## config.mk

```make
export PLATFORM = sky130hd
export DESIGN_NAME = five_point_sensor_calibration_top
export DESIGN_NICKNAME = d
export VERILOG_FILES = /design/src/rtl/scp_pkg.sv /design/src/rtl/scp_div.sv /design/src/rtl/five_point_sensor_calibration_top.sv
export SDC_FILE = /design/constraint.sdc
export NUM_CORES = 1
export LEC_CHECK = 0
export ABC_AREA = 1
export BUFFER_PORTS_ARGS = -buffer_cell sky130_fd_sc_hd__clkbuf_2
export CAP_MARGIN = 15
export CELL_PAD_IN_SITES_DETAIL_PLACEMENT = 0
export CELL_PAD_IN_SITES_GLOBAL_PLACEMENT = 1
export CORE_MARGIN = 1.5
export CORE_UTILIZATION = 52
export DETAILED_ROUTE_END_ITERATION = 10
export HOLD_SLACK_MARGIN = 0.08
export PLACE_DENSITY = 0.95
export SETUP_SLACK_MARGIN = 0.3
export SLEW_MARGIN = 30
export SYNTH_ARGS = -nofsm -noshare
export SYNTH_HDL_FRONTEND = slang
export SYNTH_SLANG_ARGS = --single-unit
export TNS_END_PERCENT = 5
```

## constraint.sdc

```tcl
create_clock -name clk -period 7.8 [get_ports clk]
set_input_delay 1.17 -clock clk [delete_from_list [all_inputs] [get_ports clk]]
set_output_delay 1.17 -clock clk [all_outputs]
set_load 0.1 [all_outputs]
```

## src/rtl/scp_pkg.sv

```systemverilog
`default_nettype none

package scp_pkg;

  // Sample and result widths
  localparam int SAMPLE_BITS = 10;
  localparam int NUM_POINTS  = 5;
  localparam int NUM_SEGS    = NUM_POINTS - 1;
  localparam int SEG_W       = 2;
  localparam int PCT_W       = 7;
  localparam int SEG_PCT     = 25;
  localparam int MISS_PCT    = 50;

  // Quotient of offset*25/span never exceeds 25 since offset <= span
  localparam int QUO_W       = 5;
  localparam int NUM_W       = SAMPLE_BITS + QUO_W;

  // Register file
  localparam int ADDR_W      = 5;
  localparam int DATA_W      = 32;
  localparam int REG_IDX_W   = 3;

  localparam logic [REG_IDX_W-1:0] REG_ZERO_PCT          = 3'd0;
  localparam logic [REG_IDX_W-1:0] REG_QUARTER_PCT       = 3'd1;
  localparam logic [REG_IDX_W-1:0] REG_HALF_PCT          = 3'd2;
  localparam logic [REG_IDX_W-1:0] REG_THREE_QUARTER_PCT = 3'd3;
  localparam logic [REG_IDX_W-1:0] REG_FULL_PCT          = 3'd4;

  // One item inside the divider pipeline
  typedef struct packed {
    logic [NUM_W-1:0]       rem;
    logic [SAMPLE_BITS-1:0] span;
    logic [QUO_W-1:0]       quo;
    logic [PCT_W-1:0]       base;
    logic                   bypass;
  } div_item_t;

  // Percentage at the lower end of a segment
  function automatic logic [PCT_W-1:0] seg_base(input logic [SEG_W-1:0] seg);
    logic [PCT_W-1:0] val;
    case (seg)
      2'd0:    val = PCT_W'(0);
      2'd1:    val = PCT_W'(SEG_PCT);
      2'd2:    val = PCT_W'(2 * SEG_PCT);
      default: val = PCT_W'(3 * SEG_PCT);
    endcase
    return val;
  endfunction

endpackage

`default_nettype wire

```

## src/rtl/scp_div.sv

```systemverilog
`default_nettype none

module scp_div import scp_pkg::*; (
  input  wire logic             clk,
  input  wire logic             rst,
  input  wire logic             div_valid,
  output logic                  div_stall,
  input  wire div_item_t        div_item,
  output logic                  result_valid,
  input  wire logic             result_stall,
  output logic [PCT_W-1:0]      percent_value
);

  // One quotient bit per stage, most significant first
  logic      stage_valid [QUO_W];
  div_item_t stage_item  [QUO_W];
  logic      stage_adv   [QUO_W];
  logic      out_adv;

  // Output register frees when empty or taken downstream
  assign out_adv = !result_valid || !result_stall;

  genvar j;
  generate
    for (j = 0; j < QUO_W; j++) begin : g_stage
      localparam int SH = QUO_W - 1 - j;
      div_item_t src;
      logic      src_valid;
      div_item_t stage_next;
      logic [NUM_W-1:0] trial;

      if (j == 0) begin : g_first
        assign src       = div_item;
        assign src_valid = div_valid;
      end else begin : g_rest
        assign src       = stage_item[j-1];
        assign src_valid = stage_valid[j-1];
      end

      if (j == QUO_W - 1) begin : g_last
        assign stage_adv[j] = !stage_valid[j] || out_adv;
      end else begin : g_mid
        assign stage_adv[j] = !stage_valid[j] || stage_adv[j+1];
      end

      // Trial subtract of the shifted span
      assign trial = NUM_W'(src.span) << SH;

      always_comb begin
        stage_next = src;
        if (src.rem >= trial) begin
          stage_next.rem     = src.rem - trial;
          stage_next.quo[SH] = 1'b1;
        end
      end

      always_ff @(posedge clk) begin
        if (rst) begin
          stage_valid[j] <= 1'b0;
        end else if (stage_adv[j]) begin
          stage_valid[j] <= src_valid;
        end
        if (stage_adv[j]) begin
          stage_item[j] <= stage_next;
        end
      end
    end
  endgenerate

  assign div_stall = !stage_adv[0];

  // Add the segment base, or pass it alone for a bypassed item
  always_ff @(posedge clk) begin
    if (rst) begin
      result_valid <= 1'b0;
    end else if (out_adv) begin
      result_valid <= stage_valid[QUO_W-1];
    end
    if (out_adv) begin
      if (stage_item[QUO_W-1].bypass) begin
        percent_value <= stage_item[QUO_W-1].base;
      end else begin
        percent_value <= stage_item[QUO_W-1].base + PCT_W'(stage_item[QUO_W-1].quo);
      end
    end
  end

endmodule

`default_nettype wire

```

## src/rtl/five_point_sensor_calibration_top.sv

```systemverilog
`default_nettype none
// Pipeline from an accepted sample to its result: clamp, segment select,
// scale, five restoring-divide stages of one quotient bit each, output register.
// Throughput: one item per cycle; each stage holds its item only while the next is full.
// Reset: synchronous, clears every valid bit and loads the breakpoints 0, 255, 511,
// 767 and 1023.
module five_point_sensor_calibration_top import scp_pkg::*; (
  input  wire logic                   clk,
  input  wire logic                   rst,
  input  wire logic                   psel,
  input  wire logic                   penable,
  input  wire logic                   pwrite,
  input  wire logic [ADDR_W-1:0]      paddr,
  input  wire logic [DATA_W-1:0]      pwdata,
  output logic [DATA_W-1:0]           prdata,
  output logic                        pready,
  input  wire logic                   sample_valid,
  output logic                        sample_stall,
  input  wire logic [SAMPLE_BITS-1:0] raw_sample,
  output logic                        result_valid,
  input  wire logic                   result_stall,
  output logic [PCT_W-1:0]            percent_value
);

  logic [SAMPLE_BITS-1:0] pts [NUM_POINTS];
  logic [REG_IDX_W-1:0]   reg_idx;
  logic                   cfg_write;

  assign pready    = 1'b1;
  assign reg_idx   = paddr[ADDR_W-1:2];
  assign cfg_write = psel && penable && pwrite;

  // Breakpoint registers
  always_ff @(posedge clk) begin
    if (rst) begin
      pts[0] <= SAMPLE_BITS'(0);
      pts[1] <= SAMPLE_BITS'(255);
      pts[2] <= SAMPLE_BITS'(511);
      pts[3] <= SAMPLE_BITS'(767);
      pts[4] <= SAMPLE_BITS'(1023);
    end else if (cfg_write) begin
      unique case (reg_idx)
        REG_ZERO_PCT:          pts[0] <= pwdata[SAMPLE_BITS-1:0];
        REG_QUARTER_PCT:       pts[1] <= pwdata[SAMPLE_BITS-1:0];
        REG_HALF_PCT:          pts[2] <= pwdata[SAMPLE_BITS-1:0];
        REG_THREE_QUARTER_PCT: pts[3] <= pwdata[SAMPLE_BITS-1:0];
        REG_FULL_PCT:          pts[4] <= pwdata[SAMPLE_BITS-1:0];
        default: ;
      endcase
    end
  end

  // Register read-back
  always_comb begin
    prdata = '0;
    unique case (reg_idx)
      REG_ZERO_PCT:          prdata = DATA_W'(pts[0]);
      REG_QUARTER_PCT:       prdata = DATA_W'(pts[1]);
      REG_HALF_PCT:          prdata = DATA_W'(pts[2]);
      REG_THREE_QUARTER_PCT: prdata = DATA_W'(pts[3]);
      REG_FULL_PCT:          prdata = DATA_W'(pts[4]);
      default:               prdata = '0;
    endcase
  end

  // Pipeline control
  logic      v1, v2, v3;
  logic      adv1, adv2, adv3;
  logic      div_stall;

  assign adv3         = !v3 || !div_stall;
  assign adv2         = !v2 || adv3;
  assign adv1         = !v1 || adv2;
  assign sample_stall = !adv1;

  // Stage 1: clamp to the end breakpoints, low end first
  logic [SAMPLE_BITS-1:0] x1, x1_next;

  always_comb begin
    if (raw_sample < pts[0]) begin
      x1_next = pts[0];
    end else if (raw_sample > pts[NUM_POINTS-1]) begin
      x1_next = pts[NUM_POINTS-1];
    end else begin
      x1_next = raw_sample;
    end
  end

  always_ff @(posedge clk) begin
    if (rst) begin
      v1 <= 1'b0;
    end else if (adv1) begin
      v1 <= sample_valid;
    end
    if (adv1) begin
      x1 <= x1_next;
    end
  end

  // Stage 2: pick the first enclosing segment, form offset and span
  logic [SEG_W-1:0]       seg2, seg2_next;
  logic                   hit2, hit2_next;
  logic [SAMPLE_BITS-1:0] off2, off2_next;
  logic [SAMPLE_BITS-1:0] span2, span2_next;
  logic [NUM_SEGS-1:0]    seg_hit;

  always_comb begin
    for (int s = 0; s < NUM_SEGS; s++) begin
      seg_hit[s] = (x1 >= pts[s]) && (x1 <= pts[s+1]);
    end
    seg2_next  = '0;
    hit2_next  = 1'b0;
    off2_next  = '0;
    span2_next = '0;
    // Scan downwards so the lowest matching segment wins
    for (int s = NUM_SEGS - 1; s >= 0; s--) begin
      if (seg_hit[s]) begin
        seg2_next  = SEG_W'(s);
        hit2_next  = 1'b1;
        off2_next  = x1 - pts[s];
        span2_next = pts[s+1] - pts[s];
      end
    end
  end

  always_ff @(posedge clk) begin
    if (rst) begin
      v2 <= 1'b0;
    end else if (adv2) begin
      v2 <= v1;
    end
    if (adv2) begin
      seg2  <= seg2_next;
      hit2  <= hit2_next;
      off2  <= off2_next;
      span2 <= span2_next;
    end
  end

  // Stage 3: scale the offset by 25 and settle the special cases
  div_item_t item3, item3_next;
  logic [NUM_W-1:0] off_w;

  assign off_w = NUM_W'(off2);

  always_comb begin
    item3_next.rem    = (off_w << 4) + (off_w << 3) + off_w;
    item3_next.span   = span2;
    item3_next.quo    = '0;
    item3_next.base   = hit2 ? seg_base(seg2) : PCT_W'(MISS_PCT);
    item3_next.bypass = !hit2 || (span2 == '0);
  end

  always_ff @(posedge clk) begin
    if (rst) begin
      v3 <= 1'b0;
    end else if (adv3) begin
      v3 <= v2;
    end
    if (adv3) begin
      item3 <= item3_next;
    end
  end

  // Division stages and output register
  scp_div u_div (
    .clk           (clk),
    .rst           (rst),
    .div_valid     (v3),
    .div_stall     (div_stall),
    .div_item      (item3),
    .result_valid  (result_valid),
    .result_stall  (result_stall),
    .percent_value (percent_value)
  );

endmodule

`default_nettype wire
```

==> results.toml <==
[grt]
grt_start_max_net_pins = 38
antenna_found_initial = 0
grt_pass1_wl_mm = 74.6
overflow = 0
grt_pass1_vias = 13986
grt_usage_pct = 26.6

[critical_path]
worstSetupPathType = "input port to output pin"
cpMostUsedCell = "nand2_2"
r2r-end = "off2[9]"
path_cells = "clkbuf_2 -> nand2_1 -> nor2_2 -> nand2_2 -> nor2_4 -> nand2_2 -> buf_4 -> inv_2 -> nand2_2 -> buf_4 -> inv_2 -> nand2_2 -> nor2_4 -> nand2_1 -> inv_2 -> clkbuf_2"
cp_max_fo = 37
timing.reg2reg.worst_path_depth = 13
slowest_stage = "nand2_2"
arrival_ps = 5180
worstSetupStartpointType = "input port"
r2r-start = "u_div.result_valid"
crit_family = "simple AND/OR/NAND/NOR gates"
cp_num_cells = 16
max_stage_delay_ps = 500
r2r_slack_ps = 3660
required_ps = 6630
critPathCaptureType = "output pin"
critPathBufInv = 7

[synth]
synth_cell_type_count = 54
syn_inst = 2079
syn_area_um2 = 18400
ys_ff_latch = 275
synth-edff-count = 271
ys_dominant_reg_cell = "edfxtp_1"
async_flop_share_pct = 0
yosysSeqAreaShare_pct = 44.6
ys_warn_count = 0
syn_area_per_cell_um2 = 8.87

[timing]
slew_violations = 0
fmax_mhz = 157
slew_headroom_pct = 42.7
rsz0062_at_grt = "false"
min_period_over_period_pct = 81.4
worst_slew_pin_slew_ps = 858
fin_setup_tns_ps = 0
clock_skew_ps = 19.2
min_period_ps = 6350
setup-violations-final = 0
hold_viol = 0

[routing]
wl_mm = 47.7
vias = 14493
ant_nets = 0
drt_iter0_drc = 1565
first_pass_iters = 7
wl_per_cell_um = 18.3
drc = 0
drt-vias-per-instance = 5.55

[floorplan]
die_h_um = 191
ios = 96
die_w_um = 191
core_um2 = 34700
initial_core_util_pct = 53.1
die_area_um2 = 36600
row_count = 68

[placement]
detailed_place_hpwl_mm = 37.9
dp.cells = 2561
port_buffers = 48
dpl_cell_area_um2 = 19100
routabilityCongestion = 0.987

[job]
cap_violations = 0

[clock_tree]
clk_latency_ps = 570
cts_buffers = 28
htree_num_levels = 1
post-cts-setup-buffer-count = 0
clkTransAtPathRegs_ps = 60
cts_tree = "yes"
cts_root_buffer = "clkbuf_16"
clock-sinks = 275
cts_buffer_depth = 3
post_cts_resized = 0
cts_hold_buf = 0

[run_status]
status = "finished, final reports clean"

[finish]
n_antenna_cell = 0
area_growth_pct = 8.59
fin_area_um2 = 20000
finalNetCount = 2387
drive_gt1_share_pct = 6.68
nFillCells = 3048
final_common_cell = "nand2_1"
stdcell_count = 2611
mostFrequentLayoutCells = "nand2_1, inv_1, edfxtp_1, ha_1, nor2_1"

[pwr]
leakagePower_uw = 0.00936
power_uw = 8200
power_density_nw_per_um2 = 410
ir_drop_mv = 0.381

[min_path]
min_from = "u_div.stage_item[2][6]"
hold_depth = 0
hold_end = "u_div.stage_item[3][6]"
min_path_type = "flop to flop"
-- cells in the mapped netlist (24+ instances only) --
cell      number  share of area (%)
inv_1        305                6.2
nor2_1       158                3.2
buf_4         24               0.98
xnor2_1       37                1.8
ha_1         177                 12
edfxtp_1     271                 44
xor2_1        52                2.5
o21ai_0       96                2.6
a21oi_1      122                3.3
nand4_1       26               0.88
nand2_1      489                 10
nand3_1       97                2.6
-- cell families after synthesis --
group                      synth area share (%)
and+or+nand+nor                            18.9
adders and majority gates                  14.2
xor gates and xnor gates                   4.23
AOI/OAI and AO/OA                          10.0
DFF                                        44.6
other                                    0.0407
buffers and inverters                      8.05
-- worst reg2reg max path, cell delays in order (launching register included) --
cell	delay (ps)
dfxtp_1	310
nand2_1	290
nor2_2	100
nand2_2	630
nor2_4	90
nand2_2	80
buf_4	360
inv_2	80
nand2_2	60
buf_4	370
inv_2	90
nand2_2	580
nor2_4	70
inv_1	650
-- per-layer routing --
metal	vias to the layer above	part of all wire, %	global-route usage, %
met3	67	8.7	4.87
li1	7078	-	-
met5	-	0	0
met4	0	2.2	6.64
met2	536	44	42.2
met1	6812	45	37.6
-- flip-flops by register name, summed over array words and instances, names as in the netlist --
name,count
pts,50
u_div.percent_value,7
u_div.stage_valid,5
u_div.stage_item,145
v1,1
span2,10
seg2,2
v2,1
off2,10
x1,10
u_div.result_valid,1
v3,1
hit2,1
item3,31
-- worst max-delay path by stage --
stage                 startpoint            to  slack, ps
finish              result_stall  sample_stall       1450
detailed placement  result_stall  sample_stall       1420
floorplan           result_stall  sample_stall       2130
CTS                 result_stall  sample_stall       1400
global placement    result_stall  sample_stall       1600
global route        result_stall  sample_stall       1040
-- report_power, final --
| part | total [µW] | switching [µW] | leakage (µW) | internal (µW) |
|---|---|---|---|---|
| Clock | 1350 | 581 | 0.000457 | 765 |
| Sequential | 2890 | 395 | 0.00295 | 2490 |
| Combinational | 3970 | 2560 | 0.00595 | 1410 |
| Total | 8200 | 3530 | 0.00936 | 4670 |
-- through the flow --
step / setup WS (ps) / util [%] / hold WS (ps)
2_1_floorplan: 2130 / - / 400
3_3_place_gp: 1600 / 54.9 / 401
3_5_place_dp: 1420 / 55.0 / 405
4_1_cts: 1400 / 57.6 / 420
5_1_grt: 1040 / 57.7 / 425
6_report: 1450 / 57.7 / 416
-- cell type report --
class | count | area, µm² | share of cell area (%)
clock buffer | 30 | 708 | 3.54
clock inverter | 20 | 218 | 1.09
inverter | 313 | 1180 | 5.89
multi-input combinational | 1463 | 8830 | 44.1
sequential | 275 | 8220 | 41.1
tap | 455 | 569 | 2.84
timing repair buffer | 55 | 293 | 1.46
(Power assumes the default switching activity.)
